## src/rtl/dcmb_pkg.sv

```systemverilog
// ----------------------------------------------------------------------------
// dcmb_pkg
// Shared types and port codes for the dual processor mailbox and I/O ports.
// ----------------------------------------------------------------------------
package dcmb_pkg;

    // access side and direction codes
    localparam logic SIDE_MAIN  = 1'b0;
    localparam logic SIDE_IO    = 1'b1;
    localparam logic FUNC_READ  = 1'b0;
    localparam logic FUNC_WRITE = 1'b1;

    // main side port addresses
    localparam logic [7:0] PORT_MAIN_TO_IO   = 8'h40;
    localparam logic [7:0] PORT_MAIN_BANK    = 8'h60;
    localparam logic [7:0] PORT_MAIN_RD_BOX  = 8'h41;
    localparam logic [7:0] PORT_MAIN_STATUS  = 8'h42;

    // i/o side port addresses
    localparam logic [7:0] PORT_IO_TO_MAIN   = 8'h21;
    localparam logic [7:0] PORT_IO_PSG0      = 8'h40;
    localparam logic [7:0] PORT_IO_PSG1      = 8'h44;
    localparam logic [7:0] PORT_IO_PSG2      = 8'h46;
    localparam logic [7:0] PORT_IO_SEL0      = 8'h41;
    localparam logic [7:0] PORT_IO_SEL1      = 8'h43;
    localparam logic [7:0] PORT_IO_SEL2      = 8'h45;
    localparam logic [7:0] PORT_IO_SEL3      = 8'h47;
    localparam logic [7:0] PORT_IO_EMPTY     = 8'h10;
    localparam logic [7:0] PORT_IO_RD_BOX    = 8'h20;
    localparam logic [7:0] PORT_IO_STATUS    = 8'h22;
    localparam logic [7:0] PORT_IO_JOY       = 8'h40;
    localparam logic [7:0] PORT_IO_DSW       = 8'h44;

    // sound chip numbers
    localparam logic [1:0] PSG_CHIP0 = 2'd0;
    localparam logic [1:0] PSG_CHIP1 = 2'd1;
    localparam logic [1:0] PSG_CHIP2 = 2'd2;

    // select latch bits that enable the input reads
    localparam logic [7:0] SEL_GATE_MASK = 8'h0e;
    localparam logic [7:0] DSW_VALUE     = 8'hff;
    localparam int         SEL_DEPTH     = 4;

    typedef struct packed {
        logic       side;
        logic       func;
        logic [7:0] port_addr;
        logic [7:0] wdata;
        logic [7:0] joy_byte;
        logic [7:0] coin_byte;
    } t_req;

    typedef struct packed {
        logic [7:0] rdata;
        logic       irq_to_io;
        logic       psg_wr;
        logic [1:0] psg_chip;
        logic [7:0] psg_reg;
        logic [7:0] psg_data;
        logic [7:0] bank_out;
        logic       io_box_full;
    } t_rsp;

endpackage

```

## src/rtl/dcmb_req_if.sv

```systemverilog
// ----------------------------------------------------------------------------
// dcmb_req_if
// Valid/ready channel carrying one port access request.
// ----------------------------------------------------------------------------
interface dcmb_req_if;
    logic           valid;
    logic           ready;
    dcmb_pkg::t_req data;

    modport source (output valid, output data, input ready);
    modport sink   (input valid, input data, output ready);
endinterface

```

## src/rtl/dcmb_rsp_if.sv

```systemverilog
// ----------------------------------------------------------------------------
// dcmb_rsp_if
// Valid/ready channel carrying one access result.
// ----------------------------------------------------------------------------
interface dcmb_rsp_if;
    logic           valid;
    logic           ready;
    dcmb_pkg::t_rsp data;

    modport source (output valid, output data, input ready);
    modport sink   (input valid, input data, output ready);
endinterface

```

## src/rtl/dual_cpu_mailbox_io_ports.sv

```systemverilog
// ----------------------------------------------------------------------------
// dual_cpu_mailbox_io_ports
// Port decode for a main and an i/o processor sharing two byte mailboxes,
// sound chip select latches and a graphics bank latch.
// ----------------------------------------------------------------------------
// Each request is one port access from either processor. Its result is
// registered in the cycle after the request is taken, and a new request is
// taken in every cycle while the result register is empty or being drained,
// so the block sustains one access per clock. The single result register
// sets that figure: when the result sink stalls, requests stall with it.
// Mailbox flags, select latches and the bank latch update as the request is
// taken; the result reports the bank latch and main-to-i/o flag after it.
// ----------------------------------------------------------------------------
module dual_cpu_mailbox_io_ports (
    input  logic        i_clk,
    input  logic        i_rst_n,
    dcmb_req_if.sink    i_req,
    dcmb_rsp_if.source  o_rsp
);
    import dcmb_pkg::*;

    logic   r_rsp_valid;
    t_rsp   r_rsp;
    t_rsp   core_rsp;
    logic   req_take;

    // take a request when the result register is free or draining
    assign i_req.ready = !r_rsp_valid || o_rsp.ready;
    assign req_take    = i_req.valid && i_req.ready;

    dcmb_core u_core (
        .i_clk   (i_clk),
        .i_rst_n (i_rst_n),
        .i_en    (req_take),
        .i_req   (i_req.data),
        .o_rsp   (core_rsp)
    );

    // result valid flag
    always_ff @(posedge i_clk) begin
        if (!i_rst_n) begin
            r_rsp_valid <= 1'b0;
        end else if (req_take) begin
            r_rsp_valid <= 1'b1;
        end else if (o_rsp.ready) begin
            r_rsp_valid <= 1'b0;
        end
    end

    // result payload
    always_ff @(posedge i_clk) begin
        if (req_take) begin
            r_rsp <= core_rsp;
        end
    end

    assign o_rsp.valid = r_rsp_valid;
    assign o_rsp.data  = r_rsp;

endmodule

```

## src/rtl/dcmb_core.sv

```systemverilog
// ----------------------------------------------------------------------------
// dcmb_core
// Mailbox, select latch and bank latch state with the port decode for one
// access; state updates when i_en is high.
// ----------------------------------------------------------------------------
module dcmb_core (
    input  logic           i_clk,
    input  logic           i_rst_n,
    input  logic           i_en,
    input  dcmb_pkg::t_req i_req,
    output dcmb_pkg::t_rsp o_rsp
);
    import dcmb_pkg::*;

    logic [7:0] r_to_io_box,   n_to_io_box;
    logic [7:0] r_to_main_box, n_to_main_box;
    logic       r_to_io_full,  n_to_io_full;
    logic       r_to_main_full, n_to_main_full;
    logic [7:0] r_sel_latch [SEL_DEPTH];
    logic [7:0] n_sel_latch [SEL_DEPTH];
    logic [7:0] r_gfx_bank,    n_gfx_bank;

    logic [1:0] sel_idx;
    logic       joy_gate;
    logic       dsw_gate;

    assign sel_idx  = i_req.port_addr[2:1];
    assign joy_gate = (r_sel_latch[0] & SEL_GATE_MASK) == SEL_GATE_MASK;
    assign dsw_gate = (r_sel_latch[2] & SEL_GATE_MASK) == SEL_GATE_MASK;

    // port decode and next state
    always_comb begin
        n_to_io_box    = r_to_io_box;
        n_to_main_box  = r_to_main_box;
        n_to_io_full   = r_to_io_full;
        n_to_main_full = r_to_main_full;
        n_gfx_bank     = r_gfx_bank;
        for (int i = 0; i < SEL_DEPTH; i++) begin
            n_sel_latch[i] = r_sel_latch[i];
        end
        o_rsp = '0;

        if (i_req.side == SIDE_MAIN) begin
            if (i_req.func == FUNC_WRITE) begin
                case (i_req.port_addr)
                    PORT_MAIN_TO_IO: begin
                        n_to_io_full    = 1'b1;
                        n_to_io_box     = i_req.wdata;
                        o_rsp.irq_to_io = 1'b1;
                    end
                    PORT_MAIN_BANK: begin
                        n_gfx_bank = i_req.wdata;
                    end
                    default: begin
                    end
                endcase
            end else begin
                case (i_req.port_addr)
                    PORT_MAIN_RD_BOX: begin
                        n_to_main_full = 1'b0;
                        o_rsp.rdata    = r_to_main_box;
                    end
                    PORT_MAIN_STATUS: begin
                        // status with the main-to-i/o flag inverted
                        o_rsp.rdata = {4'b0, ~r_to_io_full, 2'b0, r_to_main_full};
                    end
                    default: begin
                    end
                endcase
            end
        end else begin
            if (i_req.func == FUNC_WRITE) begin
                case (i_req.port_addr)
                    PORT_IO_TO_MAIN: begin
                        n_to_main_full = 1'b1;
                        n_to_main_box  = i_req.wdata;
                    end
                    PORT_IO_PSG0: begin
                        o_rsp.psg_wr   = 1'b1;
                        o_rsp.psg_chip = PSG_CHIP0;
                        o_rsp.psg_reg  = r_sel_latch[0];
                        o_rsp.psg_data = i_req.wdata;
                    end
                    PORT_IO_PSG1: begin
                        o_rsp.psg_wr   = 1'b1;
                        o_rsp.psg_chip = PSG_CHIP1;
                        o_rsp.psg_reg  = r_sel_latch[2];
                        o_rsp.psg_data = i_req.wdata;
                    end
                    PORT_IO_PSG2: begin
                        o_rsp.psg_wr   = 1'b1;
                        o_rsp.psg_chip = PSG_CHIP2;
                        o_rsp.psg_reg  = r_sel_latch[3];
                        o_rsp.psg_data = i_req.wdata;
                    end
                    PORT_IO_SEL0, PORT_IO_SEL1, PORT_IO_SEL2, PORT_IO_SEL3: begin
                        n_sel_latch[sel_idx] = i_req.wdata;
                    end
                    default: begin
                    end
                endcase
            end else begin
                case (i_req.port_addr)
                    PORT_IO_EMPTY: begin
                        o_rsp.rdata = {7'b0, ~r_to_io_full};
                    end
                    PORT_IO_RD_BOX: begin
                        n_to_io_full = 1'b0;
                        o_rsp.rdata  = r_to_io_box;
                    end
                    PORT_IO_STATUS: begin
                        // status with the i/o-to-main flag inverted
                        o_rsp.rdata = {4'b0, r_to_io_full, 2'b0, ~r_to_main_full};
                    end
                    PORT_IO_JOY: begin
                        // latch bit 0 picks the player byte or the coin byte
                        if (joy_gate) begin
                            o_rsp.rdata = r_sel_latch[0][0] ? i_req.joy_byte
                                                            : i_req.coin_byte;
                        end
                    end
                    PORT_IO_DSW: begin
                        if (dsw_gate) begin
                            o_rsp.rdata = DSW_VALUE;
                        end
                    end
                    default: begin
                    end
                endcase
            end
        end

        // latch values after this access
        o_rsp.bank_out    = n_gfx_bank;
        o_rsp.io_box_full = n_to_io_full;
    end

    // state registers
    always_ff @(posedge i_clk) begin
        if (!i_rst_n) begin
            r_to_io_box    <= '0;
            r_to_main_box  <= '0;
            r_to_io_full   <= 1'b0;
            r_to_main_full <= 1'b0;
            r_gfx_bank     <= '0;
            for (int i = 0; i < SEL_DEPTH; i++) begin
                r_sel_latch[i] <= '0;
            end
        end else if (i_en) begin
            r_to_io_box    <= n_to_io_box;
            r_to_main_box  <= n_to_main_box;
            r_to_io_full   <= n_to_io_full;
            r_to_main_full <= n_to_main_full;
            r_gfx_bank     <= n_gfx_bank;
            for (int i = 0; i < SEL_DEPTH; i++) begin
                r_sel_latch[i] <= n_sel_latch[i];
            end
        end
    end

endmodule
```

## src/flat_wrapper.sv

```systemverilog
// flat-port wrapper written by rule: the top's interface ports become plain ports
module dual_cpu_mailbox_io_ports_flat import dcmb_pkg::*;
  (i_clk, i_rst_n, i_req_valid, i_req_data, i_req_ready, o_rsp_valid, o_rsp_data, o_rsp_ready);
  dcmb_req_if i_req_i ();
  dcmb_rsp_if o_rsp_i ();
  input  logic i_clk;
  input  logic i_rst_n;
  input wire logic [$bits(i_req_i.valid)-1:0] i_req_valid;
  input wire logic [$bits(i_req_i.data)-1:0] i_req_data;
  output wire logic [$bits(i_req_i.ready)-1:0] i_req_ready;
  output wire logic [$bits(o_rsp_i.valid)-1:0] o_rsp_valid;
  output wire logic [$bits(o_rsp_i.data)-1:0] o_rsp_data;
  input wire logic [$bits(o_rsp_i.ready)-1:0] o_rsp_ready;
  assign i_req_i.valid = i_req_valid;
  assign i_req_i.data = i_req_data;
  assign i_req_ready = i_req_i.ready;
  assign o_rsp_valid = o_rsp_i.valid;
  assign o_rsp_data = o_rsp_i.data;
  assign o_rsp_i.ready = o_rsp_ready;
  dual_cpu_mailbox_io_ports u_core (.i_clk(i_clk), .i_rst_n(i_rst_n), .i_req(i_req_i), .o_rsp(o_rsp_i));
endmodule
```

## config.mk

```make
export PLATFORM = sky130hd
export DESIGN_NAME = dual_cpu_mailbox_io_ports_flat
export DESIGN_NICKNAME = d
export VERILOG_FILES = /design/src/rtl/dcmb_pkg.sv /design/src/rtl/dcmb_req_if.sv /design/src/rtl/dcmb_rsp_if.sv /design/src/rtl/dual_cpu_mailbox_io_ports.sv /design/src/rtl/dcmb_core.sv /design/src/flat_wrapper.sv
export SDC_FILE = /design/constraint.sdc
export NUM_CORES = 1
export LEC_CHECK = 0
export ABC_AREA = 1
export BUFFER_PORTS_ARGS = -buffer_cell sky130_fd_sc_hd__buf_4
export CORE_ASPECT_RATIO = 1.2
export CORE_UTILIZATION = 35
export DETAILED_ROUTE_END_ITERATION = 7
export REMOVE_ABC_BUFFERS = 1
export SYNTH_ARGS = -nofsm -noshare
export SYNTH_HDL_FRONTEND = slang
export SYNTH_SLANG_ARGS = --single-unit
export TNS_END_PERCENT = 30
```

## constraint.sdc

```tcl
create_clock -name i_clk -period 3.6 [get_ports i_clk]
set_input_delay 0.72 -clock i_clk [delete_from_list [all_inputs] [get_ports i_clk]]
set_output_delay 0.72 -clock i_clk [all_outputs]
set_load 0.02 [all_outputs]
```

==> results.sh <==
export IMPL_core_area_sq_um=12100
export IMPL_route_met3_wl_um=475
export IMPL_gp_congestion=0.874
export IMPL_die_height_um=124
export IMPL_layout_drive_gt1_share_pct=20.2
export IMPL_area_of_combinational_cells_with_multiple_inputs_sq_um=1710
export IMPL_synth_area_top_cells="sky130_fd_sc_hd__edfxtp_1 42%, sky130_fd_sc_hd__nand2_1 15%, sky130_fd_sc_hd__dfxtp_1 12%"
export IMPL_yosysUniqueCellTypes=31
export IMPL_clockRootBuffer="sky130_fd_sc_hd__clkbuf_16"
export IMPL_timing_critical_path_fanout_max=53
export IMPL_cap_viol_max_count=0
export IMPL_report_final_slew_viol_count=0
export IMPL_floorplan_initialDensity_pct=36.1
export IMPL_power_leakage_nw=2.38
export IMPL_dp_hpwl_mm=8.11
export IMPL_mostFrequentLayoutCell="sky130_fd_sc_hd__nand2_1"
export IMPL_synthesis_area_sq_um=4370
export IMPL_via_density_per_instance=4.91
export IMPL_highest_signal_layer="met4"
export IMPL_final_seq_area_sq_um=2370
export IMPL_setup_worst_path_start_class="primary input"
export IMPL_drc_errors=0
export IMPL_crit_type="in2reg"
export IMPL_antenna_found_initial=0
export IMPL_route_final_wire_length_mm=11.6
export IMPL_layout_area_overhead_vs_synth_pct=23.1
export IMPL_tightest_slew_ns=0.848
export IMPL_fin_util_pct=44.4
export IMPL_post_synthesis_cells=524
export IMPL_seq_area_frac_synth_pct=54.3
export IMPL_fin_crit_sh_pct=61.4
export IMPL_detail_route_first_pass_iterations=5
export IMPL_vias=3762
export IMPL_synth_seq_cells=88
export IMPL_async_flop_share_pct=0
export IMPL_final_number_of_setup_violating_endpoints=0
export IMPL_finalHoldViolations=0
export IMPL_timing_hold_worst_class="reg2reg"
export IMPL_grt_usage_pct=18.6
export IMPL_detail_route_iter0_violations=239
export IMPL_setup_slack_ns=1.39
export IMPL_maxClockFrequency_mhz=452
export IMPL_grt_setup_unrepaired="false"
export IMPL_die_width_um=104
export IMPL_grt_first_pass_wirelength_mm=18.4
export IMPL_port_buffer_count=76
export IMPL_via_count_of_the_first_global_routing_pass=3546
export IMPL_antennaDiodeCount=0
export IMPL_postCtsSetupRepairBufs=0
export IMPL_postSynthAreaPerCell_sq_um=8.34
export IMPL_cts_hold_buffers_added=0
export IMPL_worstSetupEndpointType="register"
export IMPL_maximum_number_of_pins_on_one_net_before_global_route_repair=54
export IMPL_num_io_pins=77
export IMPL_grt_remaining_overflow=0
export IMPL_slew_headroom_pct=43.3
export IMPL_pwr_total_mw=2.34
export IMPL_most_used_cells_in_the_layout_excluding_fill_and_tap_cells="172 x sky130_fd_sc_hd__nand2_1, 80 x sky130_fd_sc_hd__buf_4, 61 x sky130_fd_sc_hd__edfxtp_1, 56 x sky130_fd_sc_hd__nor2_1, 48 x sky130_fd_sc_hd__inv_1"
export IMPL_routedLengthMet1_mm=4.81
export IMPL_antenna_left=0
export IMPL_run_status="finished, final reports clean"
export IMPL_tritoncts="built"
export IMPL_worstPathRequired_ns=3.87
export IMPL_skew_ns=0.0101
export IMPL_dpl_worst_slack_ns=1.07
export IMPL_synthFlopType="sky130_fd_sc_hd__edfxtp_1"
export IMPL_cts_repair_resized=0
export IMPL_die_area_sq_um=12900
export IMPL_cts_num_sinks=88
export IMPL_clock_latency_ns=0.35
export IMPL_synthDominantAreaCellType="sky130_fd_sc_hd__edfxtp_1"
export IMPL_met2_length_mm=6.05
export IMPL_finalNetCount=638
export IMPL_synth_top_area_share_pct=41.9
export IMPL_min_period_ns=2.21
export IMPL_synth_edff_count=61
export IMPL_num_fill_cells=1238
export IMPL_clock_path_buffers=2
export IMPL_critical_path_arrival_ns=2.48
export IMPL_avgRoutedWirePerCell_um=15.2
export IMPL_tritoncts_num_buffers=9
export IMPL_clock_transition_at_the_registers_of_the_reported_paths_ns=0.06
export IMPL_ys_warn_count=0
export IMPL_cts_max_level=3
export IMPL_peak_vdd_ir_mv=0.205
export IMPL_cellPowerDensity_nw_per_um2=435
export IMPL_std_cell_rows=44
==> flip-flops by register name, indices dropped and copies added, names as in the netlist <==
register and flops:
u_core.u_core.r_to_main_box 8, u_core.u_core.r_gfx_bank 8, u_core.u_core.r_sel_latch 24, u_core.u_core.r_to_io_full 1
u_core.o_rsp.data 37, u_core.u_core.r_to_main_full 1, u_core.o_rsp.valid 1, u_core.u_core.r_to_io_box 8
==> report_power, final <==
part | leakage [nW] | internal [mW] | switching, mW
Combinational | 1.40 | 0.0894 | 0.163
Sequential | 0.844 | 1.13 | 0.0226
Clock | 0.137 | 0.537 | 0.399
==> logic make-up (layout without fill, tap and decap cells) <==
group | count (synthesis) | count (layout) | share of synthesized area [%]
and+or+nand+nor | 297 | 297 | 30.7
DFF | 88 | 88 | 54.3
AOI/OAI and AO/OA | 70 | 70 | 8.39
buffers and inverters | 69 | 150 | 6.62
==> Yosys cell counts, types with 2 or more instances <==
library cell / instances
sky130_fd_sc_hd__buf_2: 3
sky130_fd_sc_hd__nand3_1: 39
sky130_fd_sc_hd__nand4_1: 2
sky130_fd_sc_hd__nand2_1: 172
sky130_fd_sc_hd__a21oi_1: 44
sky130_fd_sc_hd__o21ai_0: 16
sky130_fd_sc_hd__nor3_4: 2
sky130_fd_sc_hd__nand3b_1: 2
sky130_fd_sc_hd__nor3_1: 3
sky130_fd_sc_hd__clkbuf_1: 8
sky130_fd_sc_hd__nand2_2: 5
sky130_fd_sc_hd__inv_2: 5
sky130_fd_sc_hd__inv_1: 49
sky130_fd_sc_hd__nor2_1: 56
sky130_fd_sc_hd__nand2_4: 2
sky130_fd_sc_hd__buf_6: 3
sky130_fd_sc_hd__o21ai_1: 2
sky130_fd_sc_hd__edfxtp_1: 61
sky130_fd_sc_hd__nor2_4: 6
sky130_fd_sc_hd__a31oi_1: 7
sky130_fd_sc_hd__dfxtp_1: 27
==> per-stage QoR <==
stage / hold slack, ns / TNS [ns] / instances / cell area (sq um)
2_1_floorplan: 0.423 / -6.36 / 509 / 4280
3_3_place_gp: 0.431 / 0 / 750 / 5080
3_5_place_dp: 0.434 / 0 / 750 / 5080
4_1_cts: 0.444 / 0 / 766 / 5380
5_1_grt: 0.462 / 0 / 766 / 5380
6_report: 0.446 / 0 / 766 / 5380
==> critical path: stages <==
cell and delay (ns):
sky130_fd_sc_hd__buf_4 0.08, sky130_fd_sc_hd__inv_1 0.03, sky130_fd_sc_hd__nand2_1 0.09, sky130_fd_sc_hd__nand2_1 0.13, sky130_fd_sc_hd__inv_2 0.19, sky130_fd_sc_hd__buf_4 0.55, sky130_fd_sc_hd__nand4_4 0.29, sky130_fd_sc_hd__inv_2 0.19
sky130_fd_sc_hd__o21ai_0 0.09, sky130_fd_sc_hd__nor2_1 0.12
==> final timing paths <==
kind,from,to,slack (ns),cells past startpoint
setup / recovery,o_rsp_ready,u_core.u_core.r_to_main_box[0]$_SDFFE_PN0P_,1.39,10
hold / removal,u_core.u_core.r_to_io_box[3]$_SDFFE_PN0P_,u_core.u_core.r_to_io_box[3]$_SDFFE_PN0P_,0.45,2
setup reg to reg,u_core.o_rsp.valid$_SDFFE_PN0P_,u_core.u_core.r_to_main_box[0]$_SDFFE_PN0P_,1.55,8
hold reg to reg,u_core.u_core.r_to_io_box[3]$_SDFFE_PN0P_,u_core.u_core.r_to_io_box[3]$_SDFFE_PN0P_,0.45,2
==> layout make-up <==
cell class	instances	area share (%)
timing repair buffer	80	11.2
sequential	88	44.1
multi-input combinational	367	31.7
clock inverter	7	1.30
clock buffer	9	4.19
tap	161	3.74
inverter	54	3.77
==> metal layers <==
| layer | global-route usage (%) | vias up |
|---|---|---|
| met5 | 0 | - |
| met4 | 8.91 | 0 |
| met3 | 1.94 | 21 |
| met2 | 32.9 | 104 |
| met1 | 22.4 | 1770 |
| li1 | - | 1867 |
Power figures use the tool's default switching activity.
